<file path="src/sv/max_heap_priority_queue_top_assert.svh">
// Assertion macros used by the queue's control module.
`ifndef MAX_HEAP_PRIORITY_QUEUE_TOP_ASSERT_SVH
`define MAX_HEAP_PRIORITY_QUEUE_TOP_ASSERT_SVH

// The consequent must hold in the same cycle as the antecedent.
`define MHPQ_ASSERT_NOW(label, clk, rst, ante, cons) \
   label: assert property (@(posedge clk) disable iff (rst) (ante) |-> (cons)) \
      else $error("max heap queue assertion failed");

// The consequent must hold in the cycle after the antecedent.
`define MHPQ_ASSERT_NEXT(label, clk, rst, ante, cons) \
   label: assert property (@(posedge clk) disable iff (rst) (ante) |=> (cons)) \
      else $error("max heap queue assertion failed");

`endif

</file>
<file path="src/sv/mhpq_pkg.sv">
`default_nettype none
package mhpq_pkg;

   localparam int Capacity = 64;
   localparam int DataW    = 32;
   localparam int AddrW    = $clog2(Capacity);
   localparam int CntW     = $clog2(Capacity + 1);
   localparam int ChildW   = AddrW + 2;
   localparam int CountOutW = 7;

   typedef logic [DataW-1:0]     data_type;
   typedef logic [AddrW-1:0]     addr_type;
   typedef logic [CntW-1:0]      cnt_type;
   typedef logic [ChildW-1:0]    child_type;
   typedef logic [CountOutW-1:0] entry_count_type;

   localparam logic ActInsert = 1'b0;
   localparam logic ActDelete = 1'b1;

   typedef enum logic [1:0] {
      STAT_OK,
      STAT_FULL,
      STAT_EMPTY,
      STAT_NOT_FOUND
   } status_type;

   typedef enum logic [3:0] {
      ST_IDLE,
      ST_UP_CHK,
      ST_UP_CMP,
      ST_SCAN,
      ST_LAST_RD,
      ST_LAST_CMP,
      ST_DN_CHK,
      ST_DN_LEFT,
      ST_DN_RIGHT,
      ST_DN_PICK,
      ST_DONE
   } state_type;

   typedef struct packed {
      logic     rd_en;
      addr_type rd_addr;
      logic     wr_en;
      addr_type wr_addr;
      data_type wr_data;
   } mem_req_type;

   typedef struct packed {
      logic gt;
      logic eq;
   } cmp_res_type;

endpackage
`default_nettype wire

</file>
<file path="src/sv/mhpq_ram.sv">
`default_nettype none
module mhpq_ram #(
   parameter int Width = 32,
   parameter int Depth = 64
) (
   input  wire logic                     clock,
   input  wire logic                     wr_en,
   input  wire logic [$clog2(Depth)-1:0] wr_addr,
   input  wire logic [Width-1:0]         wr_data,
   input  wire logic                     rd_en,
   input  wire logic [$clog2(Depth)-1:0] rd_addr,
   output logic      [Width-1:0]         rd_data
);

   logic [Width-1:0] mem_ff [Depth];
   logic [Width-1:0] rd_data_ff;

   always_ff @(posedge clock) begin
      if (wr_en) begin
         mem_ff[wr_addr] <= wr_data;
      end
      if (rd_en) begin
         rd_data_ff <= mem_ff[rd_addr];
      end
   end

   assign rd_data = rd_data_ff;

endmodule
`default_nettype wire

</file>
<file path="src/sv/mhpq_cmp.sv">
`default_nettype none
module mhpq_cmp (
   input  wire mhpq_pkg::data_type    op_a,
   input  wire mhpq_pkg::data_type    op_b,
   output mhpq_pkg::cmp_res_type      res
);

   // Signed order on two's complement values.
   always_comb begin
      res.gt = $signed(op_a) > $signed(op_b);
      res.eq = op_a == op_b;
   end

endmodule
`default_nettype wire

</file>
<file path="src/sv/mhpq_ctrl.sv">
`default_nettype none
module mhpq_ctrl (
   input  wire logic                       clock,
   input  wire logic                       reset,
   input  wire logic                       req_valid,
   output logic                            req_ready,
   input  wire logic                       req_action,
   input  wire mhpq_pkg::data_type         req_value,
   output logic                            rsp_valid,
   input  wire logic                       rsp_ready,
   output logic [1:0]                      rsp_status,
   output mhpq_pkg::data_type              rsp_top_value,
   output mhpq_pkg::entry_count_type       rsp_entry_count,
   output mhpq_pkg::mem_req_type           mem_req,
   input  wire mhpq_pkg::data_type         mem_rd_data
);

   `include "max_heap_priority_queue_top_assert.svh"

   mhpq_pkg::state_type       state_ff, state_in;
   mhpq_pkg::data_type        cur_ff, cur_in;
   mhpq_pkg::addr_type        pos_ff, pos_in;
   mhpq_pkg::cnt_type         count_ff, count_in;
   mhpq_pkg::cnt_type         scan_ff, scan_in;
   logic                      pend_ff, pend_in;
   mhpq_pkg::addr_type        pend_addr_ff, pend_addr_in;
   mhpq_pkg::data_type        pick_val_ff, pick_val_in;
   mhpq_pkg::addr_type        pick_pos_ff, pick_pos_in;
   logic                      first_ff, first_in;
   mhpq_pkg::status_type      status_ff, status_in;
   mhpq_pkg::data_type        top_ff, top_in;
   logic                      rsp_valid_ff, rsp_valid_in;
   mhpq_pkg::status_type      rsp_status_ff, rsp_status_in;
   mhpq_pkg::data_type        rsp_top_ff, rsp_top_in;
   mhpq_pkg::entry_count_type rsp_count_ff, rsp_count_in;

   mhpq_pkg::addr_type        parent;
   mhpq_pkg::child_type       child_l;
   mhpq_pkg::child_type       child_r;
   mhpq_pkg::child_type       count_ext;
   mhpq_pkg::data_type        cmp_a;
   mhpq_pkg::data_type        cmp_b;
   mhpq_pkg::cmp_res_type     cmp_res;
   logic                      rsp_load;

   mhpq_cmp u_cmp (
      .op_a (cmp_a),
      .op_b (cmp_b),
      .res  (cmp_res)
   );

   assign parent    = (pos_ff - mhpq_pkg::addr_type'(1)) >> 1;
   assign child_l   = {1'b0, pos_ff, 1'b1};
   assign child_r   = child_l + mhpq_pkg::child_type'(1);
   assign count_ext = mhpq_pkg::child_type'(count_ff);

   always_comb begin
      case (state_ff)
         mhpq_pkg::ST_UP_CMP: begin
            cmp_a = cur_ff;
            cmp_b = mem_rd_data;
         end
         mhpq_pkg::ST_DN_RIGHT: begin
            cmp_a = mem_rd_data;
            cmp_b = pick_val_ff;
         end
         mhpq_pkg::ST_DN_PICK: begin
            cmp_a = pick_val_ff;
            cmp_b = cur_ff;
         end
         default: begin
            cmp_a = mem_rd_data;
            cmp_b = cur_ff;
         end
      endcase
   end

   always_ff @(posedge clock) begin
      if (reset) begin
         state_ff     <= mhpq_pkg::ST_IDLE;
         count_ff     <= '0;
         rsp_valid_ff <= 1'b0;
      end else begin
         state_ff     <= state_in;
         count_ff     <= count_in;
         rsp_valid_ff <= rsp_valid_in;
      end
   end

   always_ff @(posedge clock) begin
      cur_ff        <= cur_in;
      pos_ff        <= pos_in;
      scan_ff       <= scan_in;
      pend_ff       <= pend_in;
      pend_addr_ff  <= pend_addr_in;
      pick_val_ff   <= pick_val_in;
      pick_pos_ff   <= pick_pos_in;
      first_ff      <= first_in;
      status_ff     <= status_in;
      top_ff        <= top_in;
      rsp_status_ff <= rsp_status_in;
      rsp_top_ff    <= rsp_top_in;
      rsp_count_ff  <= rsp_count_in;
   end

   always_comb begin
      state_in     = state_ff;
      cur_in       = cur_ff;
      pos_in       = pos_ff;
      count_in     = count_ff;
      scan_in      = scan_ff;
      pend_in      = 1'b0;
      pend_addr_in = pend_addr_ff;
      pick_val_in  = pick_val_ff;
      pick_pos_in  = pick_pos_ff;
      first_in     = first_ff;
      status_in    = status_ff;
      req_ready    = 1'b0;
      rsp_load     = 1'b0;
      mem_req      = '0;

      case (state_ff)
         mhpq_pkg::ST_IDLE: begin
            req_ready = 1'b1;
            if (req_valid) begin
               cur_in    = req_value;
               status_in = mhpq_pkg::STAT_OK;
               first_in  = 1'b0;
               if (req_action == mhpq_pkg::ActInsert) begin
                  if (count_ff == mhpq_pkg::cnt_type'(mhpq_pkg::Capacity)) begin
                     status_in = mhpq_pkg::STAT_FULL;
                     state_in  = mhpq_pkg::ST_DONE;
                  end else begin
                     pos_in   = count_ff[mhpq_pkg::AddrW-1:0];
                     count_in = count_ff + mhpq_pkg::cnt_type'(1);
                     state_in = mhpq_pkg::ST_UP_CHK;
                  end
               end else begin
                  if (count_ff == '0) begin
                     status_in = mhpq_pkg::STAT_EMPTY;
                     state_in  = mhpq_pkg::ST_DONE;
                  end else begin
                     scan_in  = '0;
                     state_in = mhpq_pkg::ST_SCAN;
                  end
               end
            end
         end
         mhpq_pkg::ST_UP_CHK: begin
            if (pos_ff == '0) begin
               mem_req.wr_en   = 1'b1;
               mem_req.wr_addr = pos_ff;
               mem_req.wr_data = cur_ff;
               state_in        = mhpq_pkg::ST_DONE;
            end else begin
               mem_req.rd_en   = 1'b1;
               mem_req.rd_addr = parent;
               state_in        = mhpq_pkg::ST_UP_CMP;
            end
         end
         mhpq_pkg::ST_UP_CMP: begin
            first_in = 1'b0;
            if (cmp_res.gt) begin
               mem_req.wr_en   = 1'b1;
               mem_req.wr_addr = pos_ff;
               mem_req.wr_data = mem_rd_data;
               pos_in          = parent;
               state_in        = mhpq_pkg::ST_UP_CHK;
            end else if (first_ff) begin
               state_in = mhpq_pkg::ST_DN_CHK;
            end else begin
               mem_req.wr_en   = 1'b1;
               mem_req.wr_addr = pos_ff;
               mem_req.wr_data = cur_ff;
               state_in        = mhpq_pkg::ST_DONE;
            end
         end
         mhpq_pkg::ST_SCAN: begin
            mem_req.rd_addr = scan_ff[mhpq_pkg::AddrW-1:0];
            if (pend_ff && cmp_res.eq) begin
               pos_in   = pend_addr_ff;
               count_in = count_ff - mhpq_pkg::cnt_type'(1);
               state_in = mhpq_pkg::ST_LAST_RD;
            end else if (scan_ff < count_ff) begin
               mem_req.rd_en = 1'b1;
               pend_in       = 1'b1;
               pend_addr_in  = scan_ff[mhpq_pkg::AddrW-1:0];
               scan_in       = scan_ff + mhpq_pkg::cnt_type'(1);
            end else if (!pend_ff) begin
               status_in = mhpq_pkg::STAT_NOT_FOUND;
               state_in  = mhpq_pkg::ST_DONE;
            end
         end
         mhpq_pkg::ST_LAST_RD: begin
            if (mhpq_pkg::cnt_type'(pos_ff) == count_ff) begin
               state_in = mhpq_pkg::ST_DONE;
            end else begin
               mem_req.rd_en   = 1'b1;
               mem_req.rd_addr = count_ff[mhpq_pkg::AddrW-1:0];
               state_in        = mhpq_pkg::ST_LAST_CMP;
            end
         end
         mhpq_pkg::ST_LAST_CMP: begin
            cur_in = mem_rd_data;
            if (pos_ff == '0) begin
               state_in = mhpq_pkg::ST_DN_CHK;
            end else begin
               first_in = 1'b1;
               state_in = mhpq_pkg::ST_UP_CHK;
            end
         end
         mhpq_pkg::ST_DN_CHK: begin
            if (child_l >= count_ext) begin
               mem_req.wr_en   = 1'b1;
               mem_req.wr_addr = pos_ff;
               mem_req.wr_data = cur_ff;
               state_in        = mhpq_pkg::ST_DONE;
            end else begin
               mem_req.rd_en   = 1'b1;
               mem_req.rd_addr = child_l[mhpq_pkg::AddrW-1:0];
               state_in        = mhpq_pkg::ST_DN_LEFT;
            end
         end
         mhpq_pkg::ST_DN_LEFT: begin
            pick_val_in = mem_rd_data;
            pick_pos_in = child_l[mhpq_pkg::AddrW-1:0];
            if (child_r < count_ext) begin
               mem_req.rd_en   = 1'b1;
               mem_req.rd_addr = child_r[mhpq_pkg::AddrW-1:0];
               state_in        = mhpq_pkg::ST_DN_RIGHT;
            end else begin
               state_in = mhpq_pkg::ST_DN_PICK;
            end
         end
         mhpq_pkg::ST_DN_RIGHT: begin
            if (cmp_res.gt) begin
               pick_val_in = mem_rd_data;
               pick_pos_in = child_r[mhpq_pkg::AddrW-1:0];
            end
            state_in = mhpq_pkg::ST_DN_PICK;
         end
         mhpq_pkg::ST_DN_PICK: begin
            mem_req.wr_en   = 1'b1;
            mem_req.wr_addr = pos_ff;
            if (cmp_res.gt) begin
               mem_req.wr_data = pick_val_ff;
               pos_in          = pick_pos_ff;
               state_in        = mhpq_pkg::ST_DN_CHK;
            end else begin
               mem_req.wr_data = cur_ff;
               state_in        = mhpq_pkg::ST_DONE;
            end
         end
         mhpq_pkg::ST_DONE: begin
            if (!rsp_valid_ff || rsp_ready) begin
               rsp_load = 1'b1;
               state_in = mhpq_pkg::ST_IDLE;
            end
         end
         default: begin
            state_in = mhpq_pkg::ST_IDLE;
         end
      endcase
   end

   // The top entry is mirrored in a register so the result never reads the memory.
   always_comb begin
      top_in = top_ff;
      if (mem_req.wr_en && mem_req.wr_addr == '0) begin
         top_in = mem_req.wr_data;
      end
   end

   always_comb begin
      rsp_valid_in  = rsp_valid_ff && !rsp_ready;
      rsp_status_in = rsp_status_ff;
      rsp_top_in    = rsp_top_ff;
      rsp_count_in  = rsp_count_ff;
      if (rsp_load) begin
         rsp_valid_in  = 1'b1;
         rsp_status_in = status_ff;
         rsp_top_in    = (count_ff != '0) ? top_ff : '0;
         rsp_count_in  = mhpq_pkg::entry_count_type'(count_ff);
      end
   end

   assign rsp_valid       = rsp_valid_ff;
   assign rsp_status      = rsp_status_ff;
   assign rsp_top_value   = rsp_top_ff;
   assign rsp_entry_count = rsp_count_ff;

   `MHPQ_ASSERT_NOW(a_count_range, clock, reset, 1'b1,
      count_ff <= mhpq_pkg::cnt_type'(mhpq_pkg::Capacity))
   `MHPQ_ASSERT_NEXT(a_busy_after_accept, clock, reset, req_valid && req_ready,
      state_ff != mhpq_pkg::ST_IDLE)
   `MHPQ_ASSERT_NOW(a_no_rw_collision, clock, reset, mem_req.rd_en && mem_req.wr_en,
      mem_req.rd_addr != mem_req.wr_addr)
   `MHPQ_ASSERT_NOW(a_full_status, clock, reset,
      rsp_load && status_ff == mhpq_pkg::STAT_FULL,
      count_ff == mhpq_pkg::cnt_type'(mhpq_pkg::Capacity))
   `MHPQ_ASSERT_NEXT(a_rsp_loaded, clock, reset, rsp_load, rsp_valid_ff)

endmodule
`default_nettype wire

</file>
<file path="src/sv/max_heap_priority_queue_top.sv">
// Bounded max-heap priority queue of signed 32-bit values (64 entries).
// Request channel (req_valid/req_ready): req_action selects insert (0) or
// delete of one stored occurrence (1) of req_value. Response channel
// (rsp_valid/rsp_ready): one response per request with rsp_status (ok, full,
// empty, not found), rsp_top_value (largest value, zero when empty) and
// rsp_entry_count. The heap lives in a single-port-read RAM and one shared
// compare unit works through it under a small sequencer, one request at a
// time. An insert climbs the new value from the end of the heap upward.
// A delete scans the heap one entry per cycle until it finds the value or
// reaches the end, then restores heap order by moving the last entry into
// its slot and sifting it upward or downward. Each RAM read is registered.
// Reset empties the queue at once; no clearing pass is needed. A finished
// response sits in an output register, so a new request is accepted while
// it waits; if the receiver stalls, the next response holds in the
// sequencer until the slot frees.
`default_nettype none
module max_heap_priority_queue_top (
   input  wire logic                 clock,
   input  wire logic                 reset,
   input  wire logic                 req_valid,
   output logic                      req_ready,
   input  wire logic                 req_action,
   input  wire logic signed [31:0]   req_value,
   output logic                      rsp_valid,
   input  wire logic                 rsp_ready,
   output logic [1:0]                rsp_status,
   output logic signed [31:0]        rsp_top_value,
   output logic [6:0]                rsp_entry_count
);

   mhpq_pkg::mem_req_type mem_req;
   mhpq_pkg::data_type    mem_rd_data;
   mhpq_pkg::data_type    top_value;

   mhpq_ctrl u_ctrl (
      .clock           (clock),
      .reset           (reset),
      .req_valid       (req_valid),
      .req_ready       (req_ready),
      .req_action      (req_action),
      .req_value       (req_value),
      .rsp_valid       (rsp_valid),
      .rsp_ready       (rsp_ready),
      .rsp_status      (rsp_status),
      .rsp_top_value   (top_value),
      .rsp_entry_count (rsp_entry_count),
      .mem_req         (mem_req),
      .mem_rd_data     (mem_rd_data)
   );

   mhpq_ram #(
      .Width (mhpq_pkg::DataW),
      .Depth (mhpq_pkg::Capacity)
   ) u_heap_ram (
      .clock   (clock),
      .wr_en   (mem_req.wr_en),
      .wr_addr (mem_req.wr_addr),
      .wr_data (mem_req.wr_data),
      .rd_en   (mem_req.rd_en),
      .rd_addr (mem_req.rd_addr),
      .rd_data (mem_rd_data)
   );

   assign rsp_top_value = $signed(top_value);

endmodule
`default_nettype wire

</file>
<file path="config.mk">
export PLATFORM = sky130hd
export DESIGN_NAME = max_heap_priority_queue_top
export DESIGN_NICKNAME = d
export VERILOG_FILES = /design/src/sv/mhpq_pkg.sv /design/src/sv/mhpq_ram.sv /design/src/sv/mhpq_cmp.sv /design/src/sv/mhpq_ctrl.sv /design/src/sv/max_heap_priority_queue_top.sv
export VERILOG_INCLUDE_DIRS = /design/src /design/src/sv
export SDC_FILE = /design/constraint.sdc
export NUM_CORES = 2
export LEC_CHECK = 0
export BUFFER_PORTS_ARGS = -buffer_cell sky130_fd_sc_hd__buf_2
export CAP_MARGIN = 20
export CORE_MARGIN = 4
export CORE_UTILIZATION = 35
export DETAILED_ROUTE_END_ITERATION = 8
export GPL_TIMING_DRIVEN = 0
export PLACE_DENSITY = 0.55
export SLEW_MARGIN = 40
export SYNTH_ARGS = -nofsm -noshare
export SYNTH_HDL_FRONTEND = slang
export SYNTH_HIERARCHICAL = 1
export SYNTH_SLANG_ARGS = --single-unit
</file>
<file path="constraint.sdc">
create_clock -name clock -period 9.1 [get_ports clock]
set_clock_uncertainty 0.2 [all_clocks]
set_input_delay 1.82 -clock clock [delete_from_list [all_inputs] [get_ports clock]]
set_output_delay 1.82 -clock clock [all_outputs]
set_load 0.03 [all_outputs]
</file>
; ---- Yosys cells after proc, flatten, opt, wreduce, memory -nomap -nowiden
; Memories as Yosys holds them, arrays and structs flattened. A register that Yosys moved wholly into a read port is not among the register bits.
; Cells that the tools add are included.
; W data, S select, Z words.
[totals]
regBits = 178
mem_bits_rw = 2048
input_bits = 37
word_cells = 155
n_memories = 1
[classes]
add_sub_neg = 5
magnitude_cmp = 4
n_eq_ne = 30
n_mux = 73
bitwise = 1
reduce_logical = 25
[memory_table]
columns = memory, words, width, read_ports, rd_clocked_by_memory_dff, write_ports, line
row1 = u_heap_ram.mem_ff, 64, 32, 1, 1, 1, mhpq_ram.sv:15  ; logic [Width-1:0] mem_ff [Depth];
[ops]
columns = cell, n
row1 = $pmux W32 S2, 4
row2 = $mux W39, 4
row3 = $pmux W39 S4, 1
row4 = $mux W32, 3
row5 = $mux W7, 13
row6 = $mux W4, 14
row7 = $pmux W4 S11, 1
row8 = $mux W6, 7
row9 = $pmux W7 S5, 1
row10 = $eq A32 B32 Y1, 1
row11 = $gt A32 B32 Y1, 1
row12 = $pmux W7 S2, 2
row13 = $pmux W6 S4, 1
row14 = $ne A2 B2 Y1 const B, 9
row15 = $eq A4 B3 Y1 const B, 4
row16 = $add A7 B1 Y7 const B, 2
row17 = $eq A4 B4 Y1 const B, 3
row18 = $logic_not A6 Y1, 2
row19 = $mux W1, 12
row20 = $mux W2, 6
row21 = $ne A2 B1 Y1 const B, 6
row22 = $pmux W6 S2, 1
row23 = $reduce_and A5 Y1, 2
row24 = $add A7 B1 Y8 const B, 1
row25 = other kinds (29), 37

; ---- Longest topological paths before layout
[logic_depth]
depth_word = 7
ltp_mapped = 24
depth_no_buf = 20

; ---- By module
; The synthesis kept the hierarchy.
[by_module_without_submodules]
columns = mod, instances, cells_each, area_each_um2
row1 = mhpq_ram, 1, 3324, 78835.6
row2 = mhpq_ctrl, 1, 866, 9658.0
row3 = mhpq_cmp, 1, 114, 844.6

; ---- Worst setup path after synthesis
; No wires, ideal clock.
[synth_path]
path_type = flip-flop to flip-flop
from = register u_ctrl.state_ff[2]
to = memory u_heap_ram.mem_ff[49][0], enable pin
setup_time_ns = 0.461
arrival_time_ns = 6.250
required_ns = 8.439
slack_ns = 2.189
path_stages_with_launch = 24
path_buffers = 4
synth_period_minus_slack_ns = 6.911
cell_sequence = dfxtp_1 > buf_4 > nand2b_1 > nor3_1 > buf_2 > clkbuf_1 > a22oi_1 > nand2_1 > inv_1 > ha_1 > a21o_1 > a221o_1 > a221oi_1 > o21ai_0 > o221ai_1 > nand2b_1 > nand2b_1 > a31oi_1 > o21a_1 > nor2_1 > clkbuf_1 > nor2b_1 > nand4_1 > nor3_1
[synth_rtl]
columns = item, line
row1 = start: declaration, mhpq_ctrl.sv:20  ; mhpq_pkg::state_type state_ff, state_in;
row2 = start signal: assignment, mhpq_ctrl.sv:80  ; state_ff <= mhpq_pkg::ST_IDLE;
row3 = start signal: assignment, mhpq_ctrl.sv:84  ; state_ff <= state_in;
row4 = end: declaration, mhpq_ram.sv:15

==> metrics.txt <==
# IOs=80; top post-synthesis cells by area=sky130_fd_sc_hd__edfxtp_1 75%, sky130_fd_sc_hd__mux4_2 14%, sky130_fd_sc_hd__mux2i_1 1.0%; Clock H-tree levels=4; utilization after layout=42.18%; required arrival time at the worst endpoint=9450 ps; category of the worst setup path capture point=flip-flop; CORE AREA=~0.25 sq mm; worst hold path startpoint=u_ctrl/status_ff[0]$_SDFFCE_PP1P_; share of the yosys chip area belonging to registers=75.75%; insertion delay of the later-clocked pin in the worst-skew pair=~870 ps; initial standard-cell utilization of the core=around a third; reg2reg end=u_heap_ram/mem_ff[48][20]$_DFFE_PP_; number of global-route vias before repair=47,460; count of flip-flops with a built-in enable after synthesis=2,245; number of resized instances in the post-cts repair step=0; unrepaired setup endpoints after global routing=no; total power density per cell area=roughly 320 mW/mm^2; status=finished, final reports clean; placed wire-length estimate=204.5 mm; number of cells on the worst reg-to-reg path=26; routed length per instance=34.67 um; reg2reg start=u_ctrl/state_ff[1]$_SDFFE_PP0P_; Setup-failing EPs final=0; Clock Sink Count=2,258; detailed router's first-iteration violation count=7,259; per-cell via count in the routed design=about 6; full die area=0.2634 sq mm; Leak Pwr=~34 nW; highest clock frequency the design can meet=between 100 and 150 MHz; most used standard cell by instance count after synthesis=sky130_fd_sc_hd__edfxtp_1; layout cells sized above 1=30.47%; Total Wirelength=~290 mm; commonest register cell after synthesis=sky130_fd_sc_hd__edfxtp_1; number of register bits inferred by synthesis=2,258; clock root buffer=sky130_fd_sc_hd__clkbuf_16; slew at the pin closest to its max-slew limit=1024 ps; area share of the leading cell type in the synthesized netlist=about three quarters; Routability Congestion=0.9013; post-route minimum period=slightly above 8000 ps; initial antenna violation count=15; mean post-synth cell area=roughly 21 sq um; DRC viols=0; number of pins exceeding their max-slew limit in the final report=0; signal arrival time at the worst endpoint=8610 ps; height of the die=513.2 um; final hold slack=227.5 ps; crit path launch=u_ctrl/state_ff[1]$_SDFFE_PP0P_; gate count of the mapped netlist=4,304; remaining number of nets flagged by the antenna check after routing=0; die width=between 500 and 600 um; count of non-filler cells in the finished layout=roughly 8,400; aggregate global routing overflow=0; deepest clock path buffer count=3; Buf+Inv Stages, Crit Path=9; delay contributed by the slowest stage of the critical path=670 ps; post-CTS setup buffers=0; cell type with the highest aggregate area in the netlist=sky130_fd_sc_hd__edfxtp_1; Total Power=0.03412 W; Rows=185; synth warn=6; quantity of I/O buffers inserted on ports=between 70 and 80; Synthesized Nets=4,401; worst setup path class=flip-flop to flip-flop; clock-pin slew of the registers on the worst-case setup and hold paths=70 ps; Cell variety after synth=81; number of placed instances, taps included=between 8,000 and 9,000; largest net degree at the start of global routing=65; Hold Path End=u_ctrl/rsp_status[0]$_DFFE_PP_; Inserted Clock Buffers=between 200 and 250; relative area change from synthesis to final layout=20.00%; number of max-capacitance violations reported=0; most numerous cell types in the synthesized netlist=2,245 x sky130_fd_sc_hd__edfxtp_1, 544 x sky130_fd_sc_hd__mux4_2, 194 x sky130_fd_sc_hd__nand2_1, 180 x sky130_fd_sc_hd__nor2_1, 100 x sky130_fd_sc_hd__clkbuf_1; hold violation total from the final report=0; total iterations of the first detailed-routing run=6; cell depth of the worst setup path=26; maximum fanout along the worst path=10; Worst Hold Path Cells=0; wire length of the first global-routing pass=398.7 mm; final worst path period share=90.68%; crit-path most repeated cell=sky130_fd_sc_hd__buf_2; slowest library cell on the worst path=sky130_fd_sc_hd__nor3_2; largest delay contributor family on the critical path=simple AND/OR/NAND/NOR gates; setup slack of the most critical reg-to-reg path=approximately 850 ps; type of the tightest min-delay check=flip-flop to flip-flop; overall via count from detail_route=49,180; Hold-fix buffers, CTS=0; post-synthesis instance area=0.08934 sq mm; GRT Overall Usage=21.85%; CP startpoint kind=flip-flop; proportion of synthesized flip-flops having asynchronous set or reset=0%; TritonCTS clock tree=built; Worst VDD drop=0.0003135 V; relative slew slack=a little under a third; Final Net Count=4,962
==> worst max-delay path by stage <==
| stage | slack, ps | end |
|---|---|---|
| 2_1_floorplan | 2190 | u_heap_ram/mem_ff[49][0]$_DFFE_PP_ |
| 5_1_grt | 720 | u_heap_ram/mem_ff[48][8]$_DFFE_PP_ |
| 3_5_place_dp | 1260 | u_heap_ram/mem_ff[48][17]$_DFFE_PP_ |
| 6_report | 850 | u_heap_ram/mem_ff[48][20]$_DFFE_PP_ |
| 4_1_cts | 1170 | u_heap_ram/mem_ff[48][20]$_DFFE_PP_ |
| 3_3_place_gp | -2780 | u_heap_ram/mem_ff[49][8]$_DFFE_PP_ |
==> layer usage <==
metal	vias to the layer above	part of all wire, %	global-route usage (%)
met5	-	0	0
met4	0	5.3	9.767
met3	539	9.3	4.281
met2	2848	45	33.27
met1	26670	40	30.57
li1	19120	-	-
==> kinds of logic (layout without fill, tap and decap cells) <==
family	count (synthesis)	count (layout)	share of synthesized area, %
buffers and inverters	294	1034	1.545
XOR/XNOR	26	26	0.2549
AND/OR/NAND/NOR	556	556	2.923
other	0	5	0
multiplexers	671	671	15.18
adder cells (fa/ha/maj)	60	60	0.8487
flip-flops	2258	2258	75.75
AO/OA/AOI/OAI	439	439	3.493
==> final cells by class <==
type	instances	area [sq um]
Clock buffer	282	5843
Clock inverter	121	1150
Inverter	53	203.9
Timing Repair Buffer	337	5635
Tap cell	3366	4212
Multi-Input combinational cell	1752	21220
Fill cell	21990	147000
Buffer	241	1257
Sequential cell	2258	67670
Antenna cell	5	12.51
==> state kept, by name (all words and copies together), names as in the netlist <==
signal,count
u_ctrl/count_ff,7
u_ctrl/cur_ff,32
u_ctrl/first_ff,1
u_ctrl/pend_addr_ff,6
u_ctrl/pend_ff,1
u_ctrl/pick_pos_ff,6
u_ctrl/pick_val_ff,32
u_ctrl/pos_ff,6
u_ctrl/rsp_entry_count,7
u_ctrl/rsp_status,2
u_ctrl/rsp_top_value,32
u_ctrl/rsp_valid,1
u_ctrl/scan_ff,7
u_ctrl/state_ff,4
u_ctrl/status_ff,2
u_ctrl/top_ff,32
u_heap_ram/mem_ff,2048
u_heap_ram/rd_data,32
==> cell usage in the layout, fill, tap and decap left out, drive strengths merged, types with 9 or more instances in the layout <==
master	netlist	layout
edfxtp	2245	2245
mux4	544	544
buf	140	476
clkbuf	101	384
nand2	194	194
nor2	182	182
mux2i	93	93
clkinv	1	90
a21oi	86	86
o22ai	85	85
a22oi	78	78
a22o	64	64
nor2b	60	60
ha	59	59
inv	52	59
mux2	34	34
o221ai	29	29
nand3	23	23
o21ai	19	19
nor3	19	19
bufinv	0	18
nand2b	18	18
xor2	14	14
dfxtp	13	13
nand4	13	13
xnor2	12	12
and3	10	10
a21o	9	9
==> metrics by stage <==
step                      area [sq um]  setup TNS (ps)  setup slack, ps
after floorplan                  89340               0             2189
after global placement           93950        -1939980            -2778
after detailed placement        100100               0             1256
after CTS                       107100               0             1170
after global routing            107200               0            723.3
final                           107200               0            848.2
==> where the power goes <==
group / switching, W / internal (W)
Clock: 0.00394 / 0.00504
Combinational: 0.00771 / 0.00360
Sequential: 0.000237 / 0.0136
No activity file was read; power rests on OpenSTA's default activity.
